### src/rlpm_pkg.sv
`default_nettype none
package rlpm_pkg;

	// Default table depth
	localparam int RouteEntriesDef = 32;

	// Field widths fixed by the request format
	localparam int AddrW  = 32;
	localparam int IfaceW = 4;
	localparam int SlotW  = 5;
	localparam int TtlW   = 8;
	localparam int VerdW  = 2;

	// Slots that the index field can reach
	localparam int SlotReach = 1 << SlotW;

	// Action codes
	localparam logic ActWrite   = 1'b0;
	localparam logic ActForward = 1'b1;

	// Verdict codes
	localparam logic [VerdW-1:0] VerdForward  = 2'd0;
	localparam logic [VerdW-1:0] VerdTtlExc   = 2'd1;
	localparam logic [VerdW-1:0] VerdUnreach  = 2'd2;
	localparam logic [VerdW-1:0] VerdWritten  = 2'd3;

	// Request as it travels down the cell row, with the best match so far
	typedef struct packed {
		logic              action;
		logic [SlotW-1:0]  entry_index;
		logic [AddrW-1:0]  entry_dest;
		logic [AddrW-1:0]  entry_mask;
		logic [AddrW-1:0]  entry_gateway;
		logic [IfaceW-1:0] entry_iface;
		logic              entry_valid;
		logic [AddrW-1:0]  dst_addr;
		logic [TtlW-1:0]   ttl_in;
		logic              found;
		logic [AddrW-1:0]  best_mask;
		logic [AddrW-1:0]  best_gateway;
		logic [IfaceW-1:0] best_iface;
		logic [SlotW-1:0]  best_index;
	} rlpm_req_t;

endpackage
`default_nettype wire

### src/rlpm_cell.sv
`default_nettype none
module rlpm_cell #(
	parameter int INDEX = 0
) (
	input  wire                      clk,
	input  wire                      arst_n,
	input  wire                      adv,
	input  wire                      d_vld,
	input  wire rlpm_pkg::rlpm_req_t d,
	output logic                     q_vld,
	output rlpm_pkg::rlpm_req_t      q
);
	import rlpm_pkg::*;

	// A slot beyond the index field's reach is never written
	localparam logic             Reachable = (INDEX < SlotReach);
	localparam logic [SlotW-1:0] SlotId    = SlotW'(INDEX % SlotReach);

	logic [AddrW-1:0]  dest_q;
	logic [AddrW-1:0]  mask_q;
	logic [AddrW-1:0]  gw_q;
	logic [IfaceW-1:0] iface_q;
	logic              used_q;

	logic      wr_hit;
	logic      take;
	rlpm_req_t nxt;

	assign wr_hit = d_vld && (d.action == ActWrite) && Reachable && (d.entry_index == SlotId);

	// Replace the running best on a matching mask of strictly greater value
	assign take = d_vld && (d.action == ActForward) && used_q
		&& ((d.dst_addr & mask_q) == (dest_q & mask_q))
		&& (!d.found || (d.best_mask < mask_q));

	always_comb begin
		nxt = d;
		if (take) begin
			nxt.found        = 1'b1;
			nxt.best_mask    = mask_q;
			nxt.best_gateway = gw_q;
			nxt.best_iface   = iface_q;
			nxt.best_index   = SlotId;
		end
	end

	// Hold this cell's route; load it when a write request passes
	always_ff @(posedge clk or negedge arst_n) begin
		if (!arst_n) begin
			used_q <= 1'b0;
		end else if (adv && wr_hit) begin
			used_q <= d.entry_valid;
		end
	end

	always_ff @(posedge clk) begin
		if (adv && wr_hit) begin
			dest_q  <= d.entry_dest;
			mask_q  <= d.entry_mask;
			gw_q    <= d.entry_gateway;
			iface_q <= d.entry_iface;
		end
	end

	// Advance the request to the next cell
	always_ff @(posedge clk or negedge arst_n) begin
		if (!arst_n) begin
			q_vld <= 1'b0;
		end else if (adv) begin
			q_vld <= d_vld;
		end
	end

	always_ff @(posedge clk) begin
		if (adv) begin
			q <= nxt;
		end
	end

endmodule
`default_nettype wire

### config.mk
export PLATFORM = sky130hd
export DESIGN_NAME = rlpm_cell
export DESIGN_NICKNAME = d
export VERILOG_FILES = /design/src/rlpm_pkg.sv /design/src/rlpm_cell.sv
export SDC_FILE = /design/constraint.sdc
export NUM_CORES = 1
export LEC_CHECK = 0
export BUFFER_PORTS_ARGS = -buffer_cell sky130_fd_sc_hd__buf_2
export CAP_MARGIN = 20
export CORE_AREA = 2 2 174 176
export CTS_CLUSTER_SIZE = 10
export DETAILED_ROUTE_END_ITERATION = 10
export DIE_AREA = 0 0 176 178
export PLACE_DENSITY = 0.74
export SLEW_MARGIN = 15
export SYNTH_ARGS = -nofsm -noshare
export SYNTH_HDL_FRONTEND = slang
export SYNTH_SLANG_ARGS = --single-unit
### constraint.sdc
create_clock -name clk -period 2.55 [get_ports clk]
set_input_delay 0.3825 -clock clk [delete_from_list [all_inputs] [get_ports clk]]
set_output_delay 0.3825 -clock clk [all_outputs]
set_load 0.01 [all_outputs]
Yosys cells after proc, flatten, opt, wreduce, memory -nomap -nowiden
Cells that the tools add are included.
Word-level totals
  word-level logic and storage cells: 36
  memory bits (writable): 0
  bits in registers: 323
  input bits: 225
  output and inout port bits: 222
  bits in latches: 0
  ROM bits: 0
  memories: 0
Operators by class
  shift operators: 0
  multipliers: 0
  magnitude comparators: 1
  muxes and demuxes: 1
  add/subtract/negate cells: 0
  reductions and logical operators: 10
  bitwise logic cells: 3
  divide/modulo/power cells: 0
  eq/ne operators: 1
Operators with widths (count)
  two-way mux 73 bit: 1
  bitwise AND 32 bit: 2
  equality test 32 bit: 1
  less-than comparator 32 bit: 1
  logical AND 1 bit: 7
  zero test 5 bit: 1
  zero test 1 bit: 1
  logical OR 1 bit: 1
  inverter 1 bit: 1

Logic depth before layout (Yosys ltp)
  word-level depth: 5
  gate-level depth with buffers: 9
  depth with buffers taken out: 8

Worst setup path before layout
No wires, ideal clock.
  kind: input-to-reg
  start: in d[218] in the netlist's numbering
  end: reg used_q
  data required time: 2.419 ns
  cell stages on the path: 3
  setup time: 0.131 ns
  slack: -1.170 ns
  buffers on the path: 0
  arrival time: 3.589 ns
  cell sequence: nor4b_1 -> and4b_1 -> mux2_2
Between the ends
  word-level cells in the longest chain between the ends: 3
Ends and longest elaborated chain
  start, declared: RTL line rlpm_cell.sv:9  | input wire rlpm_pkg::rlpm_req_t d,
  zero test 5 bit: RTL line rlpm_cell.sv:29  | assign wr_hit = d_vld && (d.action == ActWrite) && Reachable && (d.entry_index == SlotId);
  logical AND 1 bit: RTL line rlpm_cell.sv:29
  logical AND 1 bit: RTL line rlpm_cell.sv:51  | end else if (adv && wr_hit) begin
  end signal, assigned: RTL line rlpm_cell.sv:52  | used_q <= d.entry_valid;
  end, declared: RTL line rlpm_cell.sv:23  | logic used_q;
No other way between the ends.
A chain may end at the register's enable or synchronous reset.

==> results.yml <==
layout:
  num-fill-cells: 2293
  final_core_util_pct: 57.4
  seq_area_um2: 9690
  final_area_um2: 16900
  nNetsFinal: 1390
  multi_input_area_um2: 2380
  fin_cells: 1540
  layout-drive-gt1-share_pct: 58.2
  area_growth_pct: 39.8
place:
  dpl.hpwl_mm: 22.9
  place_ws_ns: -0.445
  port_buffers: 446
  place_congestion: 0.795
  dpl_cell_area_um2: 15200
  post-place-cells: 1460
power_and_ir_drop:
  switchingPower_w: 0.00256
  powerDensity_nw_per_um2: 722
  power.internal_w: 0.00964
  switching_share_pct: 21.0
  p_leak_nw: 7.21
  comb_power_share_pct: 8.2
  clock_power_share_pct: 40.5
  ir_drop_mv: 0.641
  seqPwrFrac_pct: 51.2
sta:
  period_share_pct: 108
  relSlewSlack_pct: 38.5
  layout_min_cycle_time_ns: 2.76
  tightest_slew_ns: 0.922
  max_freq_mhz: 362
  maxSlewViolCount: 0
  timing.final.hold_violations: 0
  whs_ns: 0.0536
  grt_setup_unrepaired: "yes"
  setup_viol_count_final: 73
  skew_ns: 0.0158
  fin_ws_ns: -0.213
clock_tree:
  path_clk_slew_ns: 0.05
  cts.path.max_buffers: 3
  cts_made_buffers: 39
  clk_latency_ns: 0.51
  h-tree-depth: 2
  root_buffer: "clkbuf_16"
  cts_tree: "yes"
  cts_sinks: 323
hold_path:
  worstHoldStart: "d[80]"
  hold_class: "input port to flip-flop"
  holdPathEnd: "q[80]"
  hold_depth: 1
floorplan:
  pin_count: 447
  core.rowCount: 63
  core-area_um2: 29400
  die_h_um: 178
  die_x_um: 176
  start_util_pct: 41.1
  dieArea_um2: 31300
yosys:
  ys_seq_elements: 323
  synth_flop_cell: "edfxtp_1"
  netlist_area_um2: 12100
  synth_top_cell_by_area: "edfxtp_1"
  netlist.area_leader.share_pct: 79.8
  synth_area_leaders: "edfxtp_1 (80%), mux2_4 (8.1%), ha_1 (3.2%)"
  syn-instance-count: 576
  synth_edf_count: 321
  yosysWarnings: 0
  synthesis.nets: 832
  synth_seq_area_share_pct: 80.2
  yosysUniqueCellTypes: 33
  async_reset_ff_share_pct: 0.619
  syn_area_per_cell_um2: 21.0
critical_path:
  critPathKind: "flip-flop to flip-flop"
  crit_fanout: 6
  crit_arrival_ns: 3.01
  critPathLaunchType: "flip-flop"
  rr_worst_depth: 12
  r2r-end: "q[69]"
  cp-end-kind: "flip-flop"
  crit-reg2reg-launch: "mask_q[13]"
  worst-r2r-setup-slack_ns: -0.21
  cp.required_ns: 2.80
detailed_routing:
  first_pass_iters: 5
  wire_per_inst_um: 20.9
  via_per_inst: 4.76
  finalWirelength_mm: 32.1
  antenna_left: 0
  drt_iter0_markers: 402
  drc: 0
  vias: 7326
grt:
  antenna_found_initial: 7
  grt_pass1_vias: 7695
  grt_pass1_wl_mm: 45.6
  grt_overflow_total: 0
  grt_max_degree: 111
  track_usage_pct: 19.7
outcome:
  violations: "setup timing"
  status: "finished with violations"
run:
  drv_cap: 0
[worst max-delay path by stage]
stage | to | startpoint | slack [ns] | cells after the start
2_1_floorplan | q[10] | d[64] | 0.05 | 8
6_report | q[69] | mask_q[13] | -0.21 | 12
3_3_place_gp | q[55] | d[71] | -0.41 | 8
3_5_place_dp | q[37] | d[71] | -0.44 | 8
4_1_cts | q[31] | mask_q[23] | -0.17 | 11
5_1_grt | q[52] | mask_q[13] | -0.30 | 12
[layout by cell type, fill, tap and decap left out, types with 4 or more instances in the layout]
cell type	n
a21oi_1	11
and2_1	4
buf_12	9
buf_16	6
buf_2	445
buf_4	58
clkbuf_1	10
clkbuf_16	41
edfxtp_1	321
ha_1	24
ha_4	7
inv_1	26
inv_2	7
mux2_4	68
nand2_1	7
nand3_1	4
nand4_1	6
nor2_1	4
nor4_2	4
o21ai_0	4
o22ai_1	9
xnor2_1	19
xor2_1	12
[final cells by class]
cell class                 count  area share, %
clock inverter                 2          0.230
clock buffer                  52           6.38
antenna                        3         0.0444
timing repair buffer         524           18.2
inverter                      33          0.733
tap                          390           2.89
sequential                   323           57.4
multi-input combinational    213           14.1
[state kept, by name, indices dropped and copies added, names as in the netlist]
name and cells:
used_q 1, mask_q 32, q 221, q_vld 1, iface_q 4, gw_q 32, dest_q 32
[cells in the mapped netlist (2+ instances only)]
master and instances:
and3_1 2, inv_1 33, nor2_1 6, o22ai_1 10
xor2_1 12, a221o_1 2, buf_6 7, o21ai_0 5
nand4_1 6, edfxtp_1 321, ha_1 31, a221oi_1 3
mux2_4 65, xnor2_1 20, a21oi_1 13, nand3_1 4
dfrtp_1 2, nand2_1 8, nor4_1 4, mux2_2 5
and2_1 5
[cell families (layout without fill, tap and decap cells)]
logic type / Yosys count / in the layout / synth area share, %
adder cells (fa/ha/maj): 31 / 31 / 3.21
AND/OR/NAND/NOR: 39 / 39 / 1.77
flip-flops: 323 / 323 / 80.2
other: 0 / 3 / 0
XOR/XNOR: 32 / 32 / 2.32
multiplexers: 70 / 70 / 8.54
AO/OA/AOI/OAI: 41 / 41 / 2.32
buffers and inverters: 40 / 611 / 1.68
[timing repair]
item / 4_1_cts / 5_1_grt
buffers inserted: 12 / 5
pin swaps: 3 / 2
gates cloned: 9 / 0
setup endpoints to repair: 73 / 73
resized for setup: 50 / 10
hold buffers: 1 / 0
hold endpoints to repair: 2 / 0
[metal layers]
metal	vias up	track usage (%)	routed length [µm]	share of wire, %
li1	3377	-	-	-
met1	3510	24.0	12500	39
met2	366	33.8	16000	50
met3	67	5.65	2700	8.4
met4	6	6.99	891	2.8
met5	-	0	33	0.10
[power groups by stage]
stage	registers [W]	logic, W	clock network [W]
6_report	0.00625	0.00100	0.00495
5_1_grt	0.00628	0.00107	0.00527
4_1_cts	0.00625	0.00101	0.00508
3_5_place_dp	0.00635	0.000982	0
3_3_place_gp	0.00635	0.000967	0
2_1_floorplan	0.00652	0.000155	0
[through the flow]
stage | TNS [ns] | power (W)
after detailed placement | -24.90 | 0.00734
after floorplan | 0 | 0.00667
after global placement | -23.14 | 0.00731
after CTS | -9.97 | 0.0123
after global routing | -19.78 | 0.0126
final | -12.98 | 0.0122
[critical path: stages (launching register included)]
cell and delay [ns]:
edfxtp_1 0.41, inv_2 0.11, ha_4 0.21, nand4_1 0.15, buf_4 0.14, nor2_2 0.04
a221o_1 0.35, nor2_4 0.16, o2111ai_4 0.17, buf_6 0.17, buf_12 0.13, buf_16 0.15
mux2_4 0.30
(Power assumes the default switching activity.)
