File: config.mk
export PLATFORM = sky130hd
export DESIGN_NAME = rlpm_finish
export DESIGN_NICKNAME = d
export VERILOG_FILES = /design/src/rlpm_pkg.sv /design/src/rlpm_finish.sv
export SDC_FILE = /design/constraint.sdc
export NUM_CORES = 1
export LEC_CHECK = 0
export ABC_AREA = 1
export BUFFER_PORTS_ARGS = -buffer_cell sky130_fd_sc_hd__buf_2
export CAP_MARGIN = 20
export CORE_AREA = 5 5 104 106
export CTS_CLUSTER_DIAMETER = 40
export DETAILED_ROUTE_END_ITERATION = 10
export DIE_AREA = 0 0 109 111
export PLACE_DENSITY_LB_ADDON = 0.05
export SYNTH_ARGS = -nofsm -noshare
export SYNTH_HDL_FRONTEND = slang
export SYNTH_SLANG_ARGS = --single-unit
File: constraint.sdc
create_clock -name clk -period 1.04 [get_ports clk]
set_input_delay 0 -clock clk [delete_from_list [all_inputs] [get_ports clk]]
set_output_delay 0 -clock clk [all_outputs]
set_load 0.01 [all_outputs]
File: src/rlpm_pkg.sv
`default_nettype none
package rlpm_pkg;

	// Default table depth
	localparam int RouteEntriesDef = 32;

	// Field widths fixed by the request format
	localparam int AddrW  = 32;
	localparam int IfaceW = 4;
	localparam int SlotW  = 5;
	localparam int TtlW   = 8;
	localparam int VerdW  = 2;

	// Slots that the index field can reach
	localparam int SlotReach = 1 << SlotW;

	// Action codes
	localparam logic ActWrite   = 1'b0;
	localparam logic ActForward = 1'b1;

	// Verdict codes
	localparam logic [VerdW-1:0] VerdForward  = 2'd0;
	localparam logic [VerdW-1:0] VerdTtlExc   = 2'd1;
	localparam logic [VerdW-1:0] VerdUnreach  = 2'd2;
	localparam logic [VerdW-1:0] VerdWritten  = 2'd3;

	// Request as it travels down the cell row, with the best match so far
	typedef struct packed {
		logic              action;
		logic [SlotW-1:0]  entry_index;
		logic [AddrW-1:0]  entry_dest;
		logic [AddrW-1:0]  entry_mask;
		logic [AddrW-1:0]  entry_gateway;
		logic [IfaceW-1:0] entry_iface;
		logic              entry_valid;
		logic [AddrW-1:0]  dst_addr;
		logic [TtlW-1:0]   ttl_in;
		logic              found;
		logic [AddrW-1:0]  best_mask;
		logic [AddrW-1:0]  best_gateway;
		logic [IfaceW-1:0] best_iface;
		logic [SlotW-1:0]  best_index;
	} rlpm_req_t;

endpackage
`default_nettype wire

File: src/rlpm_finish.sv
`default_nettype none
module rlpm_finish (
	input  wire                               clk,
	input  wire                               arst_n,
	input  wire                               adv,
	input  wire                               d_vld,
	input  wire rlpm_pkg::rlpm_req_t          d,
	output logic                              out_valid,
	output logic [rlpm_pkg::VerdW-1:0]        verdict,
	output logic [rlpm_pkg::TtlW-1:0]         ttl_out,
	output logic [rlpm_pkg::IfaceW-1:0]       out_iface,
	output logic [rlpm_pkg::AddrW-1:0]        hop_addr,
	output logic [rlpm_pkg::SlotW-1:0]        matched_index
);
	import rlpm_pkg::*;

	logic [VerdW-1:0]  verd_c;
	logic [TtlW-1:0]   ttl_c;
	logic [IfaceW-1:0] iface_c;
	logic [AddrW-1:0]  hop_c;
	logic [SlotW-1:0]  idx_c;

	// Form the verdict from the action, the TTL and the best match
	always_comb begin
		verd_c  = VerdWritten;
		ttl_c   = d.ttl_in;
		iface_c = '0;
		hop_c   = '0;
		idx_c   = '0;
		if (d.action == ActForward) begin
			if (d.ttl_in <= TtlW'(1)) begin
				verd_c = VerdTtlExc;
			end else if (!d.found) begin
				verd_c = VerdUnreach;
			end else begin
				verd_c  = VerdForward;
				ttl_c   = d.ttl_in - TtlW'(1);
				iface_c = d.best_iface;
				hop_c   = (d.best_gateway != '0) ? d.best_gateway : d.dst_addr;
				idx_c   = d.best_index;
			end
		end
	end

	// Hold the result until taken
	always_ff @(posedge clk or negedge arst_n) begin
		if (!arst_n) begin
			out_valid <= 1'b0;
		end else if (adv) begin
			out_valid <= d_vld;
		end
	end

	always_ff @(posedge clk) begin
		if (adv) begin
			verdict       <= verd_c;
			ttl_out       <= ttl_c;
			out_iface     <= iface_c;
			hop_addr      <= hop_c;
			matched_index <= idx_c;
		end
	end

endmodule
`default_nettype wire

# [Word level (Yosys, flattened, before mapping)]
# Cells that the tools add are included.
[word_totals] regBits=52 in_bits=225 output_inout_bits=52 word_cells=20
[classes] add_sub_neg=1 magnitude_cmp=1 muxes=6 bitwise_logic=2 n_reduce_logical=3
[ops] cell="$mux W32" count=1
[ops] cell="$reduce_bool A32 Y1" count=1
[ops] cell="$mux W8" count=3
[ops] cell="$le A8 B1 Y1 const B" count=1
[ops] cell="$sub A8 B1 Y8 const B" count=1
[ops] cell="$mux W2" count=2
[ops] cell="$reduce_or A3 Y1" count=1
[ops] cell="$not A1 Y1" count=2
[ops] cell="$reduce_or A2 Y1" count=1

# [Logic depth before layout (Yosys ltp)]
[depth] ltp_word=4 depth_mapped=10

# [Least setup slack after synthesis]
# Ideal clock, no wire load.
[synth_timing] kind="input to register" start="in d[74] in the netlist's numbering" end="reg ttl_out[2] in the netlist's numbering (data pin)" arrival_ns=0.898 required_time_ns=0.782 slack_ns=-0.116 stages=10 n_path_buf=1 path_cell_list="inv_1 > ha_1 > nor2_1 > nor2_1 > nand3_2 > nand3_2 > inv_2 > buf_4 > nand3_1 > nand2_1"
[synth_between] elab_chain_cells=4 elab_cells_between_ends=5
[synth_rtl] item="start: declaration" line_no="rlpm_finish.sv:7" rtl="input wire rlpm_pkg::rlpm_req_t d,"
[synth_rtl] item="$sub A8 B1 Y8" line_no="rlpm_finish.sv:37" rtl="ttl_c = d.ttl_in - TtlW'(1);"
[synth_rtl] item="$mux W8" line_no="rlpm_finish.sv:33" rtl="end else if (!d.found) begin"
[synth_rtl] item="$mux W8 *" line_no="rlpm_finish.sv:31" rtl="if (d.ttl_in <= TtlW'(1)) begin"
[synth_rtl] item="$mux W8 *" line_no="rlpm_finish.sv:30" rtl="if (d.action == ActForward) begin"
[synth_rtl] item="net ttl_c[2]" line_no="rlpm_finish.sv:18" rtl="logic [TtlW-1:0] ttl_c;"
[synth_rtl] item="end signal: assignment" line_no="rlpm_finish.sv:57" rtl="ttl_out <= ttl_c;"
[synth_rtl] item="end: declaration" line_no="rlpm_finish.sv:10" rtl="output logic [rlpm_pkg::TtlW-1:0] ttl_out,"
# The timed path passes the listed nets; every way through them passes the cells marked *.
# A chain may end at the register's enable or synchronous reset.

# [Worst setup path after layout]
[layout_timing] start="in d[27] in the netlist's numbering" end="reg hop_addr[26] in the netlist's numbering (data pin)"
[layout_between] elab_chain_cells=2
[layout_rtl] item="$reduce_bool A32 Y1" line_no="rlpm_finish.sv:39" rtl="hop_c = (d.best_gateway != '0) ? d.best_gateway : d.dst_addr;"
[layout_rtl] item="$mux W32" line_no="rlpm_finish.sv:39"
[layout_rtl] item="end signal: assignment" line_no="rlpm_finish.sv:59" rtl="hop_addr <= hop_c;"
[layout_rtl] item="end: declaration" line_no="rlpm_finish.sv:12" rtl="output logic [rlpm_pkg::AddrW-1:0] hop_addr,"
# Every way passes these cells.

==> summary.txt <==
Placed design
  – Dpl hpwl: 6.56 mm
  – Placed standard-cell area: 4020 um2
  – Buffers on Ports: roughly 140
  – Routability cong.: 0.761
  – Placed insts: 642
  – Post-Place Worst Slack: -338 ps

Timing
  – Hold slack: 10.5 ps
  – Worst Setup Slack, final: ~24 ps
  – Setup violators final: 0
  – Count of endpoints failing hold in the final timing report: 0
  – Final TNS setup: 0 ps
  – Worst Max-Slew Pin Slew: 381 ps
  – RSZ-0062 raised after global routing: yes
  – Clock Skews: 0 ps
  – Slew Viols, Final: 0
  – Crit share post-route: 0.976
  – Tmin final: 1020 ps
  – Slew Limit Headroom: 0.746
  – Fmax achieved: 0.985 GHz

Finish
  – Most frequent cells in the layout: 125 x buf_2, 95 x nor2_1, 81 x nand2_1, 51 x inv_1, 51 x edfxtp_1
  – Layout cells sized above 1: 0.433
  – Synthesis-to-finish area growth: 66.1%
  – Leading cell type in the layout, fill and taps excluded: buf_2
  – Antenna Cells: 0
  – Layout Utilization: 0.470
  – Filler cell count: 988
  – Layout Nets: between 700 and 800
  – Non-Filler Instances: 671
  – Final Cell Area: 4550 um2

Floorplan
  – Die width: 109 um
  – Ports: 277
  – Core area: 9680 um2
  – Initial Util: 0.283
  – Die area: around 12000 um2
  – Cell Rows: 36
  – Die height: 111 um

Synthesis
  – Sequential element share of the synthesized area: 0.568
  – Syn Area/Cell: 8.27 um2
  – Count of cell types in the netlist: 21
  – Post-synthesis simple-gate area fraction: 0.296
  – Synth Area in Adders: 0.00914
  – XOR/XNOR Fraction of Synth Area: 0.00320
  – Mux contribution to synthesized area: 0.00411
  – Compound-Gate Fraction of Synth Area: 0.00959
  – Mapped Area: between 2000 and 3000 um2
  – Yosys reg bits: 52
  – Post-synth EDFFs: 51
  – Post-Syn Nets: 558
  – Top post-synthesis cells by area: edfxtp_1 56%, nor2_1 15%, nand2_1 12%
  – Post-synth top area cell: edfxtp_1
  – Top_reg_cell synth: edfxtp_1
  – Mapped Cells: 331
  – Fraction of registers with async set/reset: 0.0192
  – Synth warn: 0
  – Main combinational cell family by area after synthesis: simple AND/OR/NAND/NOR gates
  – Synth top area share: 0.559

Detailed routing
  – Pre-antenna DRT Iters: 4
  – Routed len/inst: 13.3 um
  – Vias: between 2000 and 3000
  – Routed Antenna Nets: 0
  – Via density: 4.00
  – Drt drc: 0
  – Drt total wl: 8.91 mm
  – Initial DRC Count: 80

Global route
  – GRT Overall Usage: 0.135
  – Vias in the first global route: 2534
  – Grt ovf: 0
  – Largest net degree at the start of global routing: 28
  – Initial antenna violation count: 1
  – First-pass GRT wire length: around 13 mm

Worst setup path
  – Critical path arrival: 1080 ps
  – CP max FO: 7
  – CP Capture Type: flop
  – Crit path kind: input port to flop
  – CP startpoint kind: input port
  – Worst Path Required: 1110 ps

Pwr
  – Peak supply drop: 0.000541 V
  – Pleak: 2.20 nW
  – Total power of the final layout: between 4 and 5 mW
  – Cell Pwr Density: 1030 nW/um2

CTS
  – Clock latency on the worst-skew pair: roughly 310 ps
  – CTS max path bufs: 2
  – Inserted Clock Buffers: 5
  – Clock Pin Slew Worst Setup and Hold Paths: roughly 100 ps
  – CTS root buffer: clkbuf_8
  – # clock sinks: 52
  – CTS tree: done
  – H-tree levels: 2

Status
  – Status: finished, final reports clean

Job
  – Max_cap viols: 0

Worst hold path
  – Hold Crit Class: input port to flop
## final timing paths
kind                            slack [ps]  startpoint      endpoint  cells after the start
worst min register to register         530   out_valid     out_valid                      1
min in group asynchronous              510      arst_n     out_valid                      3
max in group asynchronous              430      arst_n     out_valid                      3
worst max register to register         290   out_valid     out_valid                      1
worst min-delay path                    10       d[20]  hop_addr[11]                      3
worst max-delay path                    20       d[27]  hop_addr[26]                     11
## sequential cells by signal, summed over array words and instances (netlist names)
register / flops
hop_addr: 32
out_iface: 4
verdict: 2
matched_index: 5
out_valid: 1
ttl_out: 8
## logic make-up after synthesis
| group | count (synthesis) |
|---|---|
| compound gates | 5 |
| mux | 1 |
| buf+inv | 65 |
| simple gates | 205 |
| flops | 52 |
| xor+xnor | 1 |
| fa+ha+maj | 2 |
## metal layers
| layer | up-vias | routed length (um) | global-route usage |
|---|---|---|---|
| li1 | 1416 | - | - |
| met1 | 1155 | 4000 | 0.181 |
| met2 | 105 | 3890 | 0.203 |
| met3 | 8 | 921 | 0.0536 |
| met4 | 2 | 85 | 0.0328 |
| met5 | - | 13 | 0 |
## cell usage after synthesis (2+ instances only)
master	instances
nand3_1	4
nand3_2	2
inv_1	53
nor2_1	107
nand2_1	86
buf_4	2
o21ai_0	3
buf_6	6
nor3_1	3
edfxtp_1	51
buf_2	2
ha_1	2
inv_2	2
## power breakdown
group          switching, mW  total (mW)  internal (mW)  leakage [nW]
combinational          0.481       0.977          0.496          1.66
sequential            0.0424        2.51           2.47         0.502
clock                  0.717        1.20          0.481        0.0414
## layout make-up
type | instances | area (um2) | share of cell area
timing repair buffer | 209 | 1530 | 0.335
multi-input combinational | 214 | 983 | 0.216
sequential | 52 | 1560 | 0.342
clock buffer | 6 | 72.6 | 0.0160
clock inverter | 2 | 16.3 | 0.00358
inverter | 55 | 228 | 0.0501
tap | 133 | 166 | 0.0366
## repair_timing
| action | in CTS | in global routing |
|---|---|---|
| resized for setup | 1 | 33 |
| pin swaps | 0 | 22 |
| setup endpoints to repair | 1 | 28 |
| gates cloned | 0 | 6 |
| hold buffers | 12 | 0 |
| hold endpoints to repair | 11 | 0 |
| buffers inserted | 0 | 3 |
## critical path, stage by stage
cell	delay (ps)
buf_2	110
nor2_1	100
nand2_1	60
nor2_1	110
nand2_2	120
nor2_8	160
buf_12	130
clkbuf_16	150
nand2_2	40
nand2_1	60
nor2_1	40
Power figures use the tool's default switching activity.
